## config.mk

```make
export PLATFORM = sky130hd
export DESIGN_NAME = miller_rabin_prime_test_top
export DESIGN_NICKNAME = d
export VERILOG_FILES = /design/src/design/mrpt_pkg.sv /design/src/design/mrpt_mulmod.sv /design/src/design/mrpt_rem.sv /design/src/design/miller_rabin_prime_test_top.sv
export SDC_FILE = /design/constraint.sdc
export NUM_CORES = 1
export LEC_CHECK = 0
export ABC_AREA = 1
export BUFFER_PORTS_ARGS = -buffer_cell sky130_fd_sc_hd__buf_2
export CAP_MARGIN = 20
export CORE_AREA = 4 4 225 227
export CTS_CLUSTER_DIAMETER = 100
export DETAILED_ROUTE_END_ITERATION = 10
export DIE_AREA = 0 0 229 231
export HOLD_SLACK_MARGIN = 0.05
export PLACE_DENSITY = 0.82
export SLEW_MARGIN = 0
export SYNTH_ARGS = -nofsm -noshare
export SYNTH_HDL_FRONTEND = slang
export SYNTH_SLANG_ARGS = --single-unit
export TNS_END_PERCENT = 1
```

## constraint.sdc

```tcl
create_clock -name clk -period 11.4 [get_ports clk]
set_input_delay 0.57 -clock clk [delete_from_list [all_inputs] [get_ports clk]]
set_output_delay 0.57 -clock clk [all_outputs]
set_load 0.005 [all_outputs]
```

## src/design/mrpt_pkg.sv

```systemverilog
// Shared types and constants for the Miller-Rabin probable-prime tester.
// No dependencies; imported by mrpt_rem and the tester top level.
package mrpt_pkg;

  localparam int LFSR_W = 32;
  localparam logic [LFSR_W-1:0] LFSR_TAPS = 32'h8020_0003;

  localparam int CFG_IDX_W  = 1;
  localparam int CFG_DATA_W = 32;
  localparam int TRIALS_W   = 7;

  localparam logic [CFG_IDX_W-1:0] REG_TRIAL_COUNT = 1'b0;
  localparam logic [CFG_IDX_W-1:0] REG_RANDOM_SEED = 1'b1;

  localparam logic [TRIALS_W-1:0]   TRIALS_RESET = 7'd4;
  localparam logic [LFSR_W-1:0]     SEED_RESET   = 32'd1;

  // One Galois LFSR step, shifting right.
  function automatic logic [LFSR_W-1:0] lfsr_step(input logic [LFSR_W-1:0] v);
    lfsr_step = v[0] ? ((v >> 1) ^ LFSR_TAPS) : (v >> 1);
  endfunction

endpackage

```

## src/design/mrpt_mulmod.sv

```systemverilog
// Bit-serial modular multiplier: a * b mod m, one bit of b at a time.
// Depends on nothing but its parameter; used by the tester top level.
module mrpt_mulmod #(
  parameter int W = 32
) (
  input  logic         clk,
  input  logic         rst,
  input  logic         start,
  input  logic [W-1:0] a,
  input  logic [W-1:0] b,
  input  logic [W-1:0] m,
  output logic         done,
  output logic [W-1:0] result
);

  localparam int CNT_W = $clog2(W + 1);

  logic [W-1:0]     acc;
  logic [W-1:0]     a_r;
  logic [W-1:0]     b_sh;
  logic [W-1:0]     m_r;
  logic [CNT_W-1:0] cnt;
  logic             phase;
  logic             busy;
  logic [W:0]       sum;
  logic [W:0]       red;

  // Phase 0 doubles the accumulator, phase 1 adds a when the bit of b is set.
  always_comb begin
    if (phase) begin
      sum = {1'b0, acc} + (b_sh[W-1] ? {1'b0, a_r} : '0);
    end else begin
      sum = {acc, 1'b0};
    end
    red = (sum >= {1'b0, m_r}) ? (sum - {1'b0, m_r}) : sum;
  end

  always_ff @(posedge clk) begin
    if (rst) begin
      busy <= 1'b0;
      done <= 1'b0;
    end else begin
      done <= 1'b0;
      if (start) begin
        acc   <= '0;
        a_r   <= a;
        b_sh  <= b;
        m_r   <= m;
        cnt   <= CNT_W'(W);
        phase <= 1'b0;
        busy  <= 1'b1;
      end else if (busy) begin
        acc   <= red[W-1:0];
        phase <= ~phase;
        if (phase) begin
          b_sh <= b_sh << 1;
          cnt  <= cnt - 1'b1;
          if (cnt == CNT_W'(1)) begin
            busy <= 1'b0;
            done <= 1'b1;
          end
        end
      end
    end
  end

  assign result = acc;

endmodule

```

## src/design/mrpt_rem.sv

```systemverilog
// Restoring remainder unit: LFSR word mod m, one dividend bit per cycle.
// Depends on mrpt_pkg for the LFSR width.
module mrpt_rem #(
  parameter int W = 32
) (
  input  logic                       clk,
  input  logic                       rst,
  input  logic                       start,
  input  logic [mrpt_pkg::LFSR_W-1:0] dividend,
  input  logic [W-1:0]               m,
  output logic                       done,
  output logic [W-1:0]               result
);
  import mrpt_pkg::*;

  localparam int CNT_W = $clog2(LFSR_W + 1);

  logic [W-1:0]      rem;
  logic [LFSR_W-1:0] d_sh;
  logic [W-1:0]      m_r;
  logic [CNT_W-1:0]  cnt;
  logic              busy;
  logic [W:0]        sh;
  logic [W:0]        red;

  // Bring in the next dividend bit and subtract the modulus when it fits.
  always_comb begin
    sh  = {rem, d_sh[LFSR_W-1]};
    red = (sh >= {1'b0, m_r}) ? (sh - {1'b0, m_r}) : sh;
  end

  always_ff @(posedge clk) begin
    if (rst) begin
      busy <= 1'b0;
      done <= 1'b0;
    end else begin
      done <= 1'b0;
      if (start) begin
        rem  <= '0;
        d_sh <= dividend;
        m_r  <= m;
        cnt  <= CNT_W'(LFSR_W);
        busy <= 1'b1;
      end else if (busy) begin
        rem  <= red[W-1:0];
        d_sh <= d_sh << 1;
        cnt  <= cnt - 1'b1;
        if (cnt == CNT_W'(1)) begin
          busy <= 1'b0;
          done <= 1'b1;
        end
      end
    end
  end

  assign result = rem;

endmodule

```

## src/design/miller_rabin_prime_test_top.sv

```systemverilog
// Miller-Rabin probable-prime tester: sequencer, LFSR and result register.
// Depends on mrpt_pkg, mrpt_mulmod and mrpt_rem.
//
//  channel   direction  signals                         word
//  in        input      in_valid in_ready candidate     one number to test
//  out       output     out_valid out_ready probably_prime  one verdict
//  cfg       input      cfg_we cfg_index cfg_data       one register write
//
// Corner candidates (0 to 4) are answered without trials. Otherwise the twos
// are stripped first, and each trial takes a remainder plus roughly
// (W + popcount(d) + r) modular multiplies, all on the one bit-serial
// multiplier. Reset is synchronous and loads the LFSR from the seed reset
// value.
// A new number is taken only when the sequencer is idle; a finished verdict
// waits in the output register while the next number is already accepted.
module miller_rabin_prime_test_top #(
  parameter int WIDTH = 32
) (
  input  logic                             clk,
  input  logic                             rst,
  input  logic                             in_valid,
  output logic                             in_ready,
  input  logic [31:0]                      candidate,
  output logic                             out_valid,
  input  logic                             out_ready,
  output logic                             probably_prime,
  input  logic                             cfg_we,
  input  logic [mrpt_pkg::CFG_IDX_W-1:0]  cfg_index,
  input  logic [mrpt_pkg::CFG_DATA_W-1:0] cfg_data
);
  import mrpt_pkg::*;

  localparam int R_W = $clog2(WIDTH + 1);

  localparam logic [3:0] ST_IDLE     = 4'd0;
  localparam logic [3:0] ST_STRIP    = 4'd1;
  localparam logic [3:0] ST_TRIAL    = 4'd2;
  localparam logic [3:0] ST_REM      = 4'd3;
  localparam logic [3:0] ST_SQ_START = 4'd4;
  localparam logic [3:0] ST_SQ_WAIT  = 4'd5;
  localparam logic [3:0] ST_MUL_WAIT = 4'd6;
  localparam logic [3:0] ST_STEP     = 4'd7;
  localparam logic [3:0] ST_CHECK    = 4'd8;
  localparam logic [3:0] ST_LOOP     = 4'd9;
  localparam logic [3:0] ST_LOOP_W   = 4'd10;
  localparam logic [3:0] ST_PASS     = 4'd11;
  localparam logic [3:0] ST_FIN      = 4'd12;

  logic [3:0]          state;
  logic [TRIALS_W-1:0] trial_count;
  logic [LFSR_W-1:0]   random_seed;
  logic [LFSR_W-1:0]   lfsr;
  logic [WIDTH-1:0]    n;
  logic [WIDTH-1:0]    d;
  logic [WIDTH-1:0]    d_sh;
  logic [WIDTH-1:0]    x;
  logic [WIDTH-1:0]    a;
  logic [R_W-1:0]      r;
  logic [R_W-1:0]      i;
  logic [R_W-1:0]      k;
  logic [TRIALS_W-1:0] t;
  logic                verdict;
  logic                mul_start;
  logic [WIDTH-1:0]    mul_a;
  logic [WIDTH-1:0]    mul_b;
  logic                mul_done;
  logic [WIDTH-1:0]    mul_res;
  logic                rem_start;
  logic                rem_done;
  logic [WIDTH-1:0]    rem_res;
  logic [LFSR_W-1:0]   lfsr_next;
  logic [WIDTH-1:0]    cand_w;
  logic [WIDTH-1:0]    n_m1;

  assign lfsr_next = lfsr_step(lfsr);
  assign cand_w    = candidate[WIDTH-1:0];
  assign n_m1      = n - 1'b1;
  assign in_ready  = (state == ST_IDLE);

  mrpt_mulmod #(.W(WIDTH)) u_mulmod (
    .clk    (clk),
    .rst    (rst),
    .start  (mul_start),
    .a      (mul_a),
    .b      (mul_b),
    .m      (n),
    .done   (mul_done),
    .result (mul_res)
  );

  mrpt_rem #(.W(WIDTH)) u_rem (
    .clk      (clk),
    .rst      (rst),
    .start    (rem_start),
    .dividend (lfsr),
    .m        (n - WIDTH'(4)),
    .done     (rem_done),
    .result   (rem_res)
  );

  // Configuration registers and the witness LFSR.
  always_ff @(posedge clk) begin
    if (rst) begin
      trial_count <= TRIALS_RESET;
      random_seed <= SEED_RESET;
      lfsr        <= SEED_RESET;
    end else if (cfg_we) begin
      case (cfg_index)
        REG_TRIAL_COUNT: trial_count <= cfg_data[TRIALS_W-1:0];
        REG_RANDOM_SEED: begin
          random_seed <= cfg_data;
          lfsr        <= cfg_data;
        end
        default: ;
      endcase
    end else if (state == ST_TRIAL) begin
      lfsr <= lfsr_next;
    end
  end

  // Test sequencer.
  always_ff @(posedge clk) begin
    if (rst) begin
      state     <= ST_IDLE;
      out_valid <= 1'b0;
      mul_start <= 1'b0;
      rem_start <= 1'b0;
    end else begin
      mul_start <= 1'b0;
      rem_start <= 1'b0;
      // The finish state reloads the output register itself.
      if (out_valid && out_ready && state != ST_FIN) begin
        out_valid <= 1'b0;
      end
      case (state)
        ST_IDLE: begin
          if (in_valid) begin
            n <= cand_w;
            d <= cand_w - 1'b1;
            r <= '0;
            if (cand_w <= WIDTH'(1) || cand_w == WIDTH'(4)) begin
              verdict <= 1'b0;
              state   <= ST_FIN;
            end else if (cand_w <= WIDTH'(3)) begin
              verdict <= 1'b1;
              state   <= ST_FIN;
            end else begin
              state <= ST_STRIP;
            end
          end
        end
        ST_STRIP: begin
          if (!d[0]) begin
            d <= d >> 1;
            r <= r + 1'b1;
          end else if (trial_count == '0) begin
            verdict <= 1'b1;
            state   <= ST_FIN;
          end else begin
            t     <= '0;
            state <= ST_TRIAL;
          end
        end
        ST_TRIAL: begin
          // The LFSR steps this cycle; the remainder starts on its new value.
          rem_start <= 1'b1;
          state     <= ST_REM;
        end
        ST_REM: begin
          if (rem_done) begin
            a     <= rem_res + WIDTH'(2);
            x     <= WIDTH'(1);
            d_sh  <= d;
            k     <= R_W'(WIDTH);
            state <= ST_SQ_START;
          end
        end
        ST_SQ_START: begin
          mul_a     <= x;
          mul_b     <= x;
          mul_start <= 1'b1;
          state     <= ST_SQ_WAIT;
        end
        ST_SQ_WAIT: begin
          if (mul_done) begin
            x <= mul_res;
            if (d_sh[WIDTH-1]) begin
              mul_a     <= mul_res;
              mul_b     <= a;
              mul_start <= 1'b1;
              state     <= ST_MUL_WAIT;
            end else begin
              state <= ST_STEP;
            end
          end
        end
        ST_MUL_WAIT: begin
          if (mul_done) begin
            x     <= mul_res;
            state <= ST_STEP;
          end
        end
        ST_STEP: begin
          d_sh <= d_sh << 1;
          k    <= k - 1'b1;
          if (k == R_W'(1)) begin
            state <= ST_CHECK;
          end else begin
            state <= ST_SQ_START;
          end
        end
        ST_CHECK: begin
          i <= R_W'(1);
          if (x == WIDTH'(1) || x == n_m1) begin
            state <= ST_PASS;
          end else begin
            state <= ST_LOOP;
          end
        end
        ST_LOOP: begin
          if (i < r) begin
            mul_a     <= x;
            mul_b     <= x;
            mul_start <= 1'b1;
            state     <= ST_LOOP_W;
          end else begin
            verdict <= 1'b0;
            state   <= ST_FIN;
          end
        end
        ST_LOOP_W: begin
          if (mul_done) begin
            x <= mul_res;
            i <= i + 1'b1;
            if (mul_res == WIDTH'(1)) begin
              verdict <= 1'b0;
              state   <= ST_FIN;
            end else if (mul_res == n_m1) begin
              state <= ST_PASS;
            end else begin
              state <= ST_LOOP;
            end
          end
        end
        ST_PASS: begin
          t <= t + 1'b1;
          if (t + 1'b1 == trial_count) begin
            verdict <= 1'b1;
            state   <= ST_FIN;
          end else begin
            state <= ST_TRIAL;
          end
        end
        ST_FIN: begin
          if (!out_valid || out_ready) begin
            out_valid      <= 1'b1;
            probably_prime <= verdict;
            state          <= ST_IDLE;
          end
        end
        default: state <= ST_IDLE;
      endcase
    end
  end

  // A word is accepted only from idle and moves the sequencer on.
  a_accept_leaves_idle: assert property (@(posedge clk) disable iff (rst)
    (in_valid && in_ready) |=> (state != ST_IDLE))
    else $error("sequencer stayed idle after accepting a word");

  // A finished verdict is always placed in the output register.
  a_fin_loads_out: assert property (@(posedge clk) disable iff (rst)
    (state == ST_FIN && (!out_valid || out_ready)) |=> (out_valid && state == ST_IDLE))
    else $error("verdict not delivered from the finish state");

  // A multiply start is only seen in the states that wait for the multiplier.
  a_mul_start_src: assert property (@(posedge clk) disable iff (rst)
    mul_start |-> (state == ST_SQ_WAIT || state == ST_MUL_WAIT || state == ST_LOOP_W))
    else $error("multiplier started outside a waiting state");

endmodule

```

==> results.yml <==
clock_tree:
  postCtsHoldBufs: 0
  clkTransAtPathRegs_ps: 60
  h-tree-depth: 2
  clock_path_buffers: 3
  insertion_delay_ps: 640
  post_cts_resized: 0
  cts-root-buf: "clkbuf_16"
  cts_setup_buffers: 0
  clock_sinks: 538
  cts_tree: "yes"
  cts_buffers: 54
route:
  drtIter0Drc: 3263
  vias_per_cell: 5.86
  wl_per_cell_um: 20.4
  drc: 0
  dr.pass1.iters: 8
  finalWirelength_um: 89400
  ant_nets: 0
  vias: 25700
timing:
  tightest_slew_ps: 932
  finalSetupViolCount: 0
  slew-limit-headroom_pct: 37.9
  grt_setup_unrepaired: "false"
  fin_setup_tns_ps: 0
  fmax_ghz: 0.159
  finClkSkew_ps: 54.7
  finalHoldViolations: 0
  min_period_ps: 6280
  report.final.slew_viol_count: 0
  timing.final.ws_setup_ps: 5120
  min_period_over_period_pct: 55.1
place:
  dpl.hpwl_um: 67100
  placed_area_sq_mm: 0.0324
  dp.cells: 4284
  dp_slack_ps: 5350
  gp_congestion: 1.01
  port_buffers: 72
final_layout:
  nNetsFinal: 3908
  layout.area.seq_sq_mm: 0.0157
  antennaDiodeCount: 0
  stdcell_count: 4385
  fillers: 3797
  drive_above_1_share_pct: 7.71
  syn_to_final_growth_pct: 9.30
  fin_area_sq_mm: 0.0342
  final_util_pct: 70.3
  multi_input_area_sq_mm: 0.0138
critical_path:
  startpoint: "u_mulmod.b_sh[31]"
  r2r_end: "u_mulmod.result[27]"
  rr_worst_depth: 28
  max_stage_delay_ps: 950
  cp-endpoint: "u_mulmod.result[27]"
  end_kind: "flip-flop"
  cp_data_arrival_time_ps: 6610
  cp-start-kind: "flip-flop"
  cp_common_cell: "nand2_1"
  critical_path_class: "flip-flop to flip-flop"
  worst_ep_required_time_ps: 11720
  r2r_slack_ps: 5120
  rr_startpoint: "u_mulmod.b_sh[31]"
  cpMaxStageDelayCell: "edfxtp_1"
  cp_max_fo: 32
global_routing:
  antenna_found_initial: 0
  grt_pass1_wl_um: 137000
  grt_pass1_vias: 23700
  overflow: 0
  track_usage_pct: 33.3
  grt_max_degree: 72
logic_synthesis:
  syn_area_sq_mm: 0.0313
  ys_ff_latch: 538
  synth.distinct_cells: 62
  syn-num-nets: 3842
  synth_edf_count: 488
  ys_seq_area_share_pct: 50.0
  avgSynthCellArea_sq_um: 8.57
  ys.flop_type: "edfxtp_1"
  synthCells: 3652
  yosysWarnings: 0
  async_reset_ff_share_pct: 0
run:
  drv_cap: 0
die:
  die-area_sq_mm: 0.0529
  dieHeight_um: 231
  die_x_um: 229
  start_util_pct: 64.3
  ioPinCount: 73
  core_sq_mm: 0.0486
  fp-row-count: 81
outcome:
  outcome: "finished, final reports clean"
hold_path:
  hold_start: "candidate[29]"
  hp-class: "input pin to flip-flop"
power:
  cellLeakagePower_uw: 0.0144
  ir_worst_vdd_mv: 0.160
  power_density_mw_per_mm2: 155
## registers in the layout, summed over array words and instances (netlist names), 32 cells and up
signal / cells
a: 32
d: 32
d_sh: 32
lfsr: 32
mul_a: 32
mul_b: 32
n: 32
u_mulmod.a_r: 32
u_mulmod.b_sh: 32
u_mulmod.m_r: 32
u_mulmod.result: 32
u_rem.d_sh: 32
u_rem.m_r: 32
u_rem.result: 32
x: 32
## Yosys cell counts (all sizes together), types with 20 or more instances
library cell  number  area [sq um]
a21oi            191           963
a31oi             48           300
buf               21           104
clkbuf            73           274
dfxtp             50          1000
edfxtp           488         14700
ha               117          1460
inv              410          1540
nand2           1049          3990
nand3            185           951
nand4             35           219
nor2             381          1580
nor3              43           253
nor4              20           131
o21ai            224          1130
o21bai            20           158
xnor2             58           508
xor2             121          1060
## logic make-up after synthesis
group | after synthesis | share of synthesized area [%]
AND/OR/NAND/NOR | 1742 | 23.4
AO/OA/AOI/OAI | 564 | 10.3
flip-flops | 538 | 50.0
buffers and inverters | 505 | 6.14
XOR/XNOR | 183 | 5.30
adder cells (fa/ha/maj) | 120 | 4.87
## layer usage
layer | track usage (%) | up-vias | part of all wire, %
met4 | 12.3 | 0 | 4.3
met2 | 51.1 | 1295 | 44
met1 | 48.3 | 11800 | 42
met5 | 0 | - | 0
li1 | - | 12400 | -
met3 | 5.57 | 202 | 10
## placed cells by master, fill, tap and decap left out, drive strengths merged, types with 50 or more instances in the layout
cell    Yosys  routed
buf        21     104
ha        117     117
clkbuf     73      62
inv       410     411
nand3     185     185
nor2      381     381
nand2    1049    1049
xnor2      58      58
a21oi     191     191
o21ai     224     224
dfxtp      50      50
edfxtp    488     488
xor2      121     121
## power breakdown
group | internal [uW] | switching (uW) | total (uW)
logic | 323 | 663 | 986
registers | 2380 | 146 | 2530
clock network | 1010 | 775 | 1790
## through the flow
stage,power [uW],hold slack (ps)
2_1_floorplan,3220,400
3_3_place_gp,3500,400
3_5_place_dp,3530,405
4_1_cts,5300,174
5_1_grt,5540,176
6_report,5300,198
## worst min-delay path by stage
| stage | endpoint | cells after the start |
|---|---|---|
| floorplan | probably_prime | 0 |
| global placement | u_mulmod.a_r[8] | 0 |
| detailed placement | u_mulmod.a_r[17] | 0 |
| CTS | n[29] | 1 |
| global route | n[31] | 1 |
| finish | n[29] | 1 |
## cell type report
class / count / share of cell area [%]
sequential: 538 / 45.8
clock inverter: 39 / 1.01
inverter: 411 / 4.51
clock buffer: 62 / 4.25
timing repair buffer: 104 / 1.76
multi-input combinational: 2609 / 40.4
tap: 622 / 2.28
## worst max-delay path: cells and delay by family, from the launching register on
family	cells	cell delay (ps)
AO/OA/AOI/OAI	8	1810
AND/OR/NAND/NOR	13	1700
flip-flops	1	950
buffers and inverters	5	950
adder cells (fa/ha/maj)	2	570
Note: power is estimated with default switching activity, not from simulation.
